--- src/cws_pkg.sv ---
`default_nettype none
package cws_pkg;

  localparam int DEPTH        = 64;
  localparam int SLOT_BITS    = $clog2(DEPTH);
  localparam int COUNT_BITS   = $clog2(DEPTH + 1);
  localparam int NODE_ID_BITS = 16;
  localparam int TOTAL_BITS   = 22;
  localparam int WEIGHT_BITS  = 16;
  localparam int RAND_BITS    = 16;
  localparam int THR_BITS     = 16;
  localparam int PROD_BITS    = RAND_BITS + TOTAL_BITS;
  localparam int QUO_BITS     = TOTAL_BITS;
  localparam int PADDR_BITS   = 3;
  localparam int PDATA_BITS   = 32;

  localparam logic [TOTAL_BITS-1:0] TOTAL_MAX = {TOTAL_BITS{1'b1}};
  localparam logic [THR_BITS-1:0]   THR_RESET = 16'd63898;

  // register index within the configuration map
  localparam logic [0:0] REG_THRESHOLD = 1'b0;

  localparam logic [1:0] CMD_CLEAR  = 2'd0;
  localparam logic [1:0] CMD_APPEND = 2'd1;
  localparam logic [1:0] CMD_SAMPLE = 2'd2;

  localparam logic [1:0] STATUS_OK    = 2'd0;
  localparam logic [1:0] STATUS_STOP  = 2'd1;
  localparam logic [1:0] STATUS_EMPTY = 2'd2;
  localparam logic [1:0] STATUS_FULL  = 2'd3;

  typedef struct packed {
    logic [1:0]             cmd;
    logic [15:0]            neighbor_in;
    logic [WEIGHT_BITS-1:0] weight;
    logic [RAND_BITS-1:0]   random;
  } in_req_t;

  typedef struct packed {
    logic [1:0]            status;
    logic [15:0]           neighbor_out;
    logic [5:0]            slot;
    logic [TOTAL_BITS-1:0] total;
    logic [6:0]            count;
  } out_rsp_t;

endpackage
`default_nettype wire

--- src/cumulative_weight_sampler_unit.sv ---
`default_nettype none
// Weighted neighbor sampler over one adjacency list of up to 64 entries. Each entry
// (neighbor id and cumulative Q14.8 weight) lives in one synchronous memory with
// separate write and read ports. Clear and append requests, a stop, an empty-table
// sample and a full-table append answer from the output register in the cycle after
// acceptance. A successful sample runs these steps from acceptance to a valid result:
// the random*total multiply, a divider start, the bit-serial divide by the continue
// threshold, a memory read then a compare per binary search step (up to 6 steps with
// 64 entries), then one read of the chosen entry, a state that holds it and one that
// loads the output register once the output is free.
// One request is in flight at a time; a result waiting in a stalled output register
// holds off the next request.
module cumulative_weight_sampler_unit (
  input  wire logic                                clk,
  input  wire logic                                rst_n,
  input  wire logic                                in_valid,
  output logic                                     in_stall,
  input  wire cws_pkg::in_req_t                    in_data,
  output logic                                     out_valid,
  input  wire logic                                out_stall,
  output cws_pkg::out_rsp_t                        out_data,
  input  wire logic                                cfg_psel,
  input  wire logic                                cfg_penable,
  input  wire logic                                cfg_pwrite,
  input  wire logic [cws_pkg::PADDR_BITS-1:0]      cfg_paddr,
  input  wire logic [cws_pkg::PDATA_BITS-1:0]      cfg_pwdata,
  output logic [cws_pkg::PDATA_BITS-1:0]           cfg_prdata,
  output logic                                     cfg_pready
);

  localparam logic [2:0] ST_IDLE   = 3'd0;
  localparam logic [2:0] ST_MUL    = 3'd1;
  localparam logic [2:0] ST_DSTART = 3'd2;
  localparam logic [2:0] ST_DIV    = 3'd3;
  localparam logic [2:0] ST_SRCH   = 3'd4;
  localparam logic [2:0] ST_CMP    = 3'd5;
  localparam logic [2:0] ST_FETCH  = 3'd6;
  localparam logic [2:0] ST_RESP   = 3'd7;

  localparam logic [cws_pkg::COUNT_BITS-1:0] COUNT_FULL =
    cws_pkg::COUNT_BITS'(cws_pkg::DEPTH);

  localparam logic REG_THRESHOLD_BIT = cws_pkg::REG_THRESHOLD[0];

  typedef struct packed {
    logic [cws_pkg::TOTAL_BITS-1:0]   cum;
    logic [cws_pkg::NODE_ID_BITS-1:0] id;
  } entry_t;

  entry_t mem [cws_pkg::DEPTH];

  logic [2:0]                        state_r, state_nxt;
  logic [cws_pkg::THR_BITS-1:0]      thr_r, thr_nxt;
  logic [cws_pkg::COUNT_BITS-1:0]    count_r, count_nxt;
  logic [cws_pkg::TOTAL_BITS-1:0]    total_r, total_nxt;
  logic [cws_pkg::RAND_BITS-1:0]     rnd_r, rnd_nxt;
  logic [cws_pkg::PROD_BITS-1:0]     prod_r, prod_nxt;
  logic [cws_pkg::TOTAL_BITS-1:0]    target_r, target_nxt;
  logic [cws_pkg::SLOT_BITS-1:0]     lo_r, lo_nxt;
  logic [cws_pkg::SLOT_BITS-1:0]     hi_r, hi_nxt;
  logic                              out_valid_r, out_valid_nxt;
  cws_pkg::out_rsp_t                 out_data_r, out_data_nxt;
  entry_t                            rd_data_r;

  logic                              out_free;
  logic                              in_acc;
  logic                              cfg_wr;
  logic [cws_pkg::TOTAL_BITS:0]      sum_ext;
  logic [cws_pkg::TOTAL_BITS-1:0]    sum_sat;
  logic [cws_pkg::SLOT_BITS:0]       mid_sum;
  logic [cws_pkg::SLOT_BITS-1:0]     mid;
  logic                              mem_we;
  logic [cws_pkg::SLOT_BITS-1:0]     wr_addr;
  entry_t                            wr_entry;
  logic                              mem_re;
  logic [cws_pkg::SLOT_BITS-1:0]     rd_addr;
  logic                              div_start;
  logic                              div_done;
  logic [cws_pkg::QUO_BITS-1:0]      div_quo;

  cws_div u_div (
    .clk      (clk),
    .rst_n    (rst_n),
    .start    (div_start),
    .dividend (prod_r),
    .divisor  (thr_r),
    .done     (div_done),
    .quotient (div_quo)
  );

  assign out_free = !out_valid_r || !out_stall;
  assign in_stall = !((state_r == ST_IDLE) && out_free);
  assign in_acc   = in_valid && !in_stall;
  assign cfg_wr   = cfg_psel && cfg_penable && cfg_pwrite && cfg_pready &&
                    (cfg_paddr[2] == REG_THRESHOLD_BIT);

  assign cfg_pready = 1'b1;
  assign cfg_prdata = (cfg_paddr[2] == REG_THRESHOLD_BIT) ?
                      {{(cws_pkg::PDATA_BITS - cws_pkg::THR_BITS){1'b0}}, thr_r} : '0;

  assign sum_ext = {1'b0, total_r} +
                   {{(cws_pkg::TOTAL_BITS + 1 - cws_pkg::WEIGHT_BITS){1'b0}}, in_data.weight};
  assign sum_sat = sum_ext[cws_pkg::TOTAL_BITS] ? cws_pkg::TOTAL_MAX
                                                : sum_ext[cws_pkg::TOTAL_BITS-1:0];
  assign mid_sum = {1'b0, lo_r} + {1'b0, hi_r};
  assign mid     = mid_sum[cws_pkg::SLOT_BITS:1];

  always_comb begin
    state_nxt     = state_r;
    thr_nxt       = thr_r;
    count_nxt     = count_r;
    total_nxt     = total_r;
    rnd_nxt       = rnd_r;
    prod_nxt      = prod_r;
    target_nxt    = target_r;
    lo_nxt        = lo_r;
    hi_nxt        = hi_r;
    out_valid_nxt = out_stall ? out_valid_r : 1'b0;
    out_data_nxt  = out_data_r;
    mem_we        = 1'b0;
    wr_addr       = count_r[cws_pkg::SLOT_BITS-1:0];
    wr_entry      = '{cum: sum_sat, id: in_data.neighbor_in};
    mem_re        = 1'b0;
    rd_addr       = mid;
    div_start     = 1'b0;

    if (cfg_wr) begin
      thr_nxt = cfg_pwdata[cws_pkg::THR_BITS-1:0];
    end

    case (state_r)
      ST_IDLE: begin
        if (in_acc) begin
          out_valid_nxt = 1'b1;
          out_data_nxt  = '{status: cws_pkg::STATUS_OK, neighbor_out: '0, slot: '0,
                            total: total_r, count: count_r};
          case (in_data.cmd)
            cws_pkg::CMD_CLEAR: begin
              count_nxt          = '0;
              total_nxt          = '0;
              out_data_nxt.total = '0;
              out_data_nxt.count = '0;
            end
            cws_pkg::CMD_APPEND: begin
              if (count_r == COUNT_FULL) begin
                out_data_nxt.status = cws_pkg::STATUS_FULL;
              end else begin
                mem_we             = 1'b1;
                total_nxt          = sum_sat;
                count_nxt          = count_r + 1'b1;
                out_data_nxt.slot  = 6'(count_r);
                out_data_nxt.total = sum_sat;
                out_data_nxt.count = count_r + 1'b1;
              end
            end
            cws_pkg::CMD_SAMPLE: begin
              if (in_data.random > thr_r) begin
                out_data_nxt.status = cws_pkg::STATUS_STOP;
              end else if (count_r == '0) begin
                out_data_nxt.status = cws_pkg::STATUS_EMPTY;
              end else begin
                // result comes later from the search
                out_valid_nxt = out_stall ? out_valid_r : 1'b0;
                out_data_nxt  = out_data_r;
                rnd_nxt       = in_data.random;
                state_nxt     = ST_MUL;
              end
            end
            default: begin
            end
          endcase
        end
      end
      ST_MUL: begin
        prod_nxt  = cws_pkg::PROD_BITS'(rnd_r) * cws_pkg::PROD_BITS'(total_r);
        state_nxt = ST_DSTART;
      end
      ST_DSTART: begin
        div_start = 1'b1;
        state_nxt = ST_DIV;
      end
      ST_DIV: begin
        if (div_done) begin
          // zero threshold only gets here with random zero, whose target is zero
          target_nxt = (thr_r == '0) ? '0 : div_quo;
          lo_nxt     = '0;
          hi_nxt     = cws_pkg::SLOT_BITS'(count_r - 1'b1);
          state_nxt  = ST_SRCH;
        end
      end
      ST_SRCH: begin
        mem_re = 1'b1;
        if (lo_r < hi_r) begin
          rd_addr   = mid;
          state_nxt = ST_CMP;
        end else begin
          rd_addr   = lo_r;
          state_nxt = ST_FETCH;
        end
      end
      ST_CMP: begin
        if (target_r > rd_data_r.cum) begin
          lo_nxt = mid + 1'b1;
        end else begin
          hi_nxt = mid;
        end
        state_nxt = ST_SRCH;
      end
      ST_FETCH: begin
        state_nxt = ST_RESP;
      end
      ST_RESP: begin
        if (out_free) begin
          out_valid_nxt = 1'b1;
          out_data_nxt  = '{status: cws_pkg::STATUS_OK,
                            neighbor_out: rd_data_r.id,
                            slot: 6'(lo_r), total: total_r, count: count_r};
          state_nxt     = ST_IDLE;
        end
      end
      default: begin
        state_nxt = ST_IDLE;
      end
    endcase
  end

  always_ff @(posedge clk) begin
    if (mem_we) begin
      mem[wr_addr] <= wr_entry;
    end
    if (mem_re) begin
      rd_data_r <= mem[rd_addr];
    end
  end

  always_ff @(posedge clk) begin
    if (!rst_n) begin
      state_r     <= ST_IDLE;
      thr_r       <= cws_pkg::THR_RESET;
      count_r     <= '0;
      total_r     <= '0;
      out_valid_r <= 1'b0;
    end else begin
      state_r     <= state_nxt;
      thr_r       <= thr_nxt;
      count_r     <= count_nxt;
      total_r     <= total_nxt;
      out_valid_r <= out_valid_nxt;
    end
    rnd_r      <= rnd_nxt;
    prod_r     <= prod_nxt;
    target_r   <= target_nxt;
    lo_r       <= lo_nxt;
    hi_r       <= hi_nxt;
    out_data_r <= out_data_nxt;
  end

  assign out_valid = out_valid_r;
  assign out_data  = out_data_r;

  a_count_bound: assert property (@(posedge clk) disable iff (!rst_n)
    count_r <= COUNT_FULL)
    else $error("entry count beyond table depth");

  a_div_done_state: assert property (@(posedge clk) disable iff (!rst_n)
    div_done |-> (state_r == ST_DIV))
    else $error("divider finished outside the divide state");

  a_search_window: assert property (@(posedge clk) disable iff (!rst_n)
    (state_r == ST_SRCH || state_r == ST_CMP) |->
      (lo_r <= hi_r) && ({1'b0, hi_r} < count_r))
    else $error("search window outside the held entries");

  a_append_grows: assert property (@(posedge clk) disable iff (!rst_n)
    (in_acc && in_data.cmd == cws_pkg::CMD_APPEND && count_r != COUNT_FULL) |=>
      (count_r == $past(count_r) + 1'b1))
    else $error("append did not add an entry");

  a_sample_answers: assert property (@(posedge clk) disable iff (!rst_n)
    (state_r == ST_RESP && out_free) |=> (out_valid_r && state_r == ST_IDLE))
    else $error("sample result not delivered to the output register");

endmodule
`default_nettype wire

--- src/cws_div.sv ---
`default_nettype none
module cws_div (
  input  wire logic                               clk,
  input  wire logic                               rst_n,
  input  wire logic                               start,
  input  wire logic [cws_pkg::PROD_BITS-1:0]      dividend,
  input  wire logic [cws_pkg::THR_BITS-1:0]       divisor,
  output logic                                    done,
  output logic [cws_pkg::QUO_BITS-1:0]            quotient
);

  localparam int CNT_BITS = $clog2(cws_pkg::QUO_BITS);
  localparam logic [CNT_BITS-1:0] STEP_LAST = CNT_BITS'(cws_pkg::QUO_BITS - 1);

  logic                              busy_r, busy_nxt;
  logic                              done_r, done_nxt;
  logic [CNT_BITS-1:0]               cnt_r, cnt_nxt;
  logic [cws_pkg::THR_BITS:0]        rem_r, rem_nxt;
  logic [cws_pkg::QUO_BITS-1:0]      quo_r, quo_nxt;
  logic [cws_pkg::THR_BITS-1:0]      dvs_r, dvs_nxt;
  logic [cws_pkg::THR_BITS:0]        rem_sh;
  logic [cws_pkg::THR_BITS:0]        rem_sub;
  logic                              q_bit;

  // quotient never exceeds the total, so the upper dividend bits start as remainder
  always_comb begin
    rem_sh  = {rem_r[cws_pkg::THR_BITS-1:0], quo_r[cws_pkg::QUO_BITS-1]};
    rem_sub = rem_sh - {1'b0, dvs_r};
    q_bit   = (rem_sh >= {1'b0, dvs_r});
    busy_nxt = busy_r;
    done_nxt = 1'b0;
    cnt_nxt  = cnt_r;
    rem_nxt  = rem_r;
    quo_nxt  = quo_r;
    dvs_nxt  = dvs_r;
    if (start) begin
      busy_nxt = 1'b1;
      cnt_nxt  = '0;
      rem_nxt  = {1'b0, dividend[cws_pkg::PROD_BITS-1:cws_pkg::QUO_BITS]};
      quo_nxt  = dividend[cws_pkg::QUO_BITS-1:0];
      dvs_nxt  = divisor;
    end else if (busy_r) begin
      rem_nxt = q_bit ? rem_sub : rem_sh;
      quo_nxt = {quo_r[cws_pkg::QUO_BITS-2:0], q_bit};
      cnt_nxt = cnt_r + 1'b1;
      if (cnt_r == STEP_LAST) begin
        busy_nxt = 1'b0;
        done_nxt = 1'b1;
      end
    end
  end

  always_ff @(posedge clk) begin
    if (!rst_n) begin
      busy_r <= 1'b0;
      done_r <= 1'b0;
      cnt_r  <= '0;
    end else begin
      busy_r <= busy_nxt;
      done_r <= done_nxt;
      cnt_r  <= cnt_nxt;
    end
    rem_r <= rem_nxt;
    quo_r <= quo_nxt;
    dvs_r <= dvs_nxt;
  end

  assign done     = done_r;
  assign quotient = quo_r;

endmodule
`default_nettype wire

--- config.mk ---
export PLATFORM = sky130hd
export DESIGN_NAME = cumulative_weight_sampler_unit
export DESIGN_NICKNAME = d
export VERILOG_FILES = /design/src/cws_pkg.sv /design/src/cumulative_weight_sampler_unit.sv /design/src/cws_div.sv
export SDC_FILE = /design/constraint.sdc
export NUM_CORES = 2
export LEC_CHECK = 0
export BUFFER_PORTS_ARGS = -buffer_cell sky130_fd_sc_hd__buf_2
export CORE_MARGIN = 2
export CORE_UTILIZATION = 59
export CTS_BUF_LIST = sky130_fd_sc_hd__clkbuf_4 sky130_fd_sc_hd__clkbuf_8
export DETAILED_ROUTE_END_ITERATION = 6
export PLACE_DENSITY = 0.75
export REMOVE_ABC_BUFFERS = 1
export SETUP_SLACK_MARGIN = 0.02
export SLEW_MARGIN = 20
export SYNTH_ARGS = -nofsm -noshare
export SYNTH_HDL_FRONTEND = slang
export SYNTH_SLANG_ARGS = --single-unit
export TNS_END_PERCENT = 5
--- constraint.sdc ---
create_clock -name clk -period 6.5 [get_ports clk]
set_input_delay 0 -clock clk [delete_from_list [all_inputs] [get_ports clk]]
set_output_delay 0 -clock clk [all_outputs]
set_load 0.01 [all_outputs]
==> reports/results.md <==
| Parameter | Value |
|:---|:---|
| Outcome | completed |
| Count of unresolved DRC violations after routing | 0 |
| Crit-path cells | buf_4, and2_1, fa_1, inv_1, fa_1, inv_1, fa_2, fa_1, fa_1, inv_1, fa_1, inv_1, ha_1, and3_4, nand4_1, o31a_1, a21oi_2, a41oi_2, a211o_1, o21bai_1, xor2_1 |
| Tightest slew margin relative to the limit | 0.219 |
| Synthesized instance count | 8768 |
| Power per cell area | 261 mW/mm2 |
| Horizontal die dimension | 457 um |
| Vias in the first global route | 78300 |
| Die ar. | 0.209 mm2 |
| Share of flip-flops with an asynchronous set or reset | 0 |
| Number of buffers created by CTS | 434 |
| IO buf count | 144 |
| RSZ-0062 raised after global routing | true |
| Ranking of synthesized cells by area | sky130_fd_sc_hd__edfxtp_1 (66%), sky130_fd_sc_hd__mux2i_1 (5.0%), sky130_fd_sc_hd__fa_1 (4.7%), sky130_fd_sc_hd__nand2_1 (4.3%), sky130_fd_sc_hd__ha_1 (2.1%) |
| Number of synthesized register bits | 2721 |
| Clk Tree Root Cell | sky130_fd_sc_hd__clkbuf_8 |
| Global-route wire length before repair | 514000 um |
| Number of library cell types mapped by synthesis | 75 |
| Average routed wire per standard cell | 28.5 um |
| Most common cell after layout, fill and taps aside | sky130_fd_sc_hd__edfxtp_1 |
| CTS Buffer Depth | 4 |
| Placed wire-length estimate | 212000 um |
| Cell repeated most along the worst path | sky130_fd_sc_hd__fa_1 |
| Number of enable-type register cells in the synthesized netlist | 2665 |
| Tightest Hold Check Type | in2reg |
| Met2 Use GR | 0.509 |
| Leakage | 50.5 nW |
| Initial DRC Count | 11200 |
| GRT Max-Usage Layer | met2 |
| Worst r2r src | rnd_r[12] |
| Met3 track demand over resource | 0.0756 |
| Pin count of the biggest net entering global routing | 145 |
| Global route overflow | 0 |
| Total Wirelength | 353000 um |
| Reg clk slew, reported paths | 0.06 ns |
| Top Ports | 180 |
| Starting density of the core | 0.592 |
| Worst hold margin | 0.00553 ns |
| Slowest stage delay, CP | 0.61 ns |
| Die Span Y | 457 um |
| Via density per instance | 6.47 |
| Max Fclk | 155 MHz |
| Antenna violations before repair | 13 |
| Final clock period utilization by the worst path | 0.995 |
| Total track usage | 0.335 |
| Critical path data required time | 7.27 ns |
| Proportion of netlist area held by the largest area contributor | 0.662 |
| Area overhead of the layout relative to synthesis | 13.6% |
| Most common flop cell mapped by yosys | sky130_fd_sc_hd__edfxtp_1 |
| Total of max-cap violations | 0 |
| CTS sink count | 2721 |
| Leading cell types in the layout, fill and taps excluded | sky130_fd_sc_hd__edfxtp_1 (2665), sky130_fd_sc_hd__nand2_1 (1382), sky130_fd_sc_hd__mux2i_1 (605) |
| Clock tree from TritonCTS | done |
| Synthesized cell area | 0.121 mm2 |
| Hold Fails Final Rpt | 0 |
| Power after layout | 0.0358 W |
| Met1 layer usage reported by global route | 0.467 |
| Per-instance average area after synthesis | 13.8 um2 |
| Setup tns final | 0 ns |
| Final-report max-slew violation count | 0 |
| Vias after detailed routing | 80200 |
| Rows | 166 |
| Source-to-sink clock delay at the later pin of the worst-skew pair | 1.12 ns |
| Remaining antenna violation count | 0 |
| Sort of element at the start of the critical path | flip-flop |
| Number of nets in the final layout | 9943 |
| Data arrival at the endpoint of the critical path | 7.24 ns |
| Setup violations, final | 0 |
| Worst hold path startpoint | in_data[34] |
| CTS H-tree depth | 5 |
| Placeable core region | 0.204 mm2 |
| Type of the worst setup path | reg2reg |
| Number of warnings reported in the yosys synthesis log | 0 |
| Cell accounting for the most synthesized area | sky130_fd_sc_hd__edfxtp_1 |
| Post-Route Skew | 0.103 ns |
| Fraction of layout cells with a size suffix above 1 | 0.147 |
| Global placement routability congestion | 0.920 |
| Drt pass-1 iters | 6 |
| Crit-path max FO | 11 |
| Setup crit end kind | flip-flop |
| Critical Path Start | rnd_r[12] |
| Cell with the largest stage delay on the worst path | sky130_fd_sc_hd__fa_2 |
| Clock period minus final worst setup slack | 6.47 ns |
| Part of the Yosys area used for sequential elements | 0.671 |
| Peak supply drop | 0.232 mV |
| Slew at the pin closest to its max-slew limit | 1.17 ns |
through the flow:
step,instance area (um2),util,instances,setup WS [ns]
2_1_floorplan,119000,-,8238,-15.14
3_3_place_gp,127000,0.622,11500,-0.132
3_5_place_dp,127000,0.622,11500,-0.104
4_1_cts,137000,0.671,12400,-0.0401
5_1_grt,137000,0.673,12400,-0.183
6_report,137000,0.673,12400,0.0327
critical path: cells and delay by family, from the launching register on:
| kind | cells | cell delay (ns) |
|---|---|---|
| xor+xnor | 1 | 0.09 |
| fa+ha+maj | 7 | 3.37 |
| simple gates | 3 | 0.51 |
| compound gates | 5 | 1.22 |
| flops | 1 | 0.49 |
| buf+inv | 5 | 0.47 |
synth_stat cells (5+ instances only):
library cell and number:
sky130_fd_sc_hd__o221a_2 49, sky130_fd_sc_hd__ha_1 199, sky130_fd_sc_hd__o21a_1 24, sky130_fd_sc_hd__o31ai_1 6, sky130_fd_sc_hd__dfxtp_1 56, sky130_fd_sc_hd__clkbuf_1 362, sky130_fd_sc_hd__a22oi_1 6, sky130_fd_sc_hd__o21bai_1 12
sky130_fd_sc_hd__buf_6 6, sky130_fd_sc_hd__o211ai_1 13, sky130_fd_sc_hd__and2_1 200, sky130_fd_sc_hd__mux4_2 11, sky130_fd_sc_hd__xor2_1 25, sky130_fd_sc_hd__fa_1 281, sky130_fd_sc_hd__a22o_1 16, sky130_fd_sc_hd__and3_1 213
sky130_fd_sc_hd__nand4_1 17, sky130_fd_sc_hd__nor4_1 82, sky130_fd_sc_hd__o21ai_0 165, sky130_fd_sc_hd__nor2_1 187, sky130_fd_sc_hd__inv_1 424, sky130_fd_sc_hd__a32oi_1 8, sky130_fd_sc_hd__and4_1 27, sky130_fd_sc_hd__a21boi_0 5
sky130_fd_sc_hd__nand2_1 1391, sky130_fd_sc_hd__a2111oi_0 5, sky130_fd_sc_hd__nand3_1 322, sky130_fd_sc_hd__nor3_1 77, sky130_fd_sc_hd__a21o_1 35, sky130_fd_sc_hd__a211oi_1 115, sky130_fd_sc_hd__or3_1 11, sky130_fd_sc_hd__a311oi_1 14
sky130_fd_sc_hd__buf_1 47, sky130_fd_sc_hd__nand2b_1 21, sky130_fd_sc_hd__a31oi_1 106, sky130_fd_sc_hd__xnor2_1 46, sky130_fd_sc_hd__buf_2 98, sky130_fd_sc_hd__o22ai_1 62, sky130_fd_sc_hd__or4_1 41, sky130_fd_sc_hd__buf_4 32
sky130_fd_sc_hd__nor2b_1 18, sky130_fd_sc_hd__mux2i_1 605, sky130_fd_sc_hd__edfxtp_1 2665, sky130_fd_sc_hd__a21oi_1 373, sky130_fd_sc_hd__o221ai_1 226
per-layer routing:
metal / up-vias / share of wire
met2: 5600 / 0.45
met4: 8 / 0.047
met3: 948 / 0.12
met1: 39900 / 0.38
li1: 33800 / -
met5: - / 0.00015
report_power, final:
part           switching, W  leakage (nW)  internal, W
Combinational       0.00123          21.7     0.000631
Sequential        0.0000907          24.4       0.0196
Clock               0.00666          4.36      0.00764
cell families (layout without fill, tap and decap cells):
| family | after synthesis | count (layout) | synth area share |
|---|---|---|---|
| and+or+nand+nor | 2629 | 2629 | 0.101 |
| DFF | 2721 | 2721 | 0.671 |
| muxes | 617 | 617 | 0.0522 |
| buffers and inverters | 970 | 1880 | 0.0325 |
| AOI/OAI and AO/OA | 1278 | 1278 | 0.0715 |
| adders and majority gates | 480 | 480 | 0.0671 |
| xor gates and xnor gates | 71 | 71 | 0.00514 |
| other | 2 | 27 | 0.0000621 |
cell type report:
| cell class | count | area, um2 |
|---|---|---|
| diodes | 10 | 25.0 |
| clock buffers | 559 | 6980 |
| clock inverters | 199 | 1300 |
| fillers | 13900 | 66800 |
| inverters | 425 | 1600 |
| multi-input cells | 5092 | 36900 |
| flip-flops and latches | 2721 | 81200 |
| well taps | 2688 | 3360 |
| repair buffers | 697 | 6030 |
registers in the layout (all words and copies together) (netlist names), 22 cells and up:
register and cells:
u_div.quotient 22, mem 2432, target_r 22, total_r 22
prod_r 38, out_data 53, rd_data_r 38
what timing repair did:
item	4_1_cts	5_1_grt
hold buffers	147	0
pin swaps	13	42
endpoints found under the hold margin	1354	0
cloned	0	1
resized for setup	17	69
setup endpoints to repair	8	14
setup buffers	8	9
final timing paths:
check	cells past startpoint	end	slack, ns
max reg2reg	21	prod_r[34]	0.03
min reg2reg	2	u_div.quotient[20]	0.44
min	2	mem[59][2]	0.006
max	21	prod_r[34]	0.03
(Power assumes the default switching activity.)
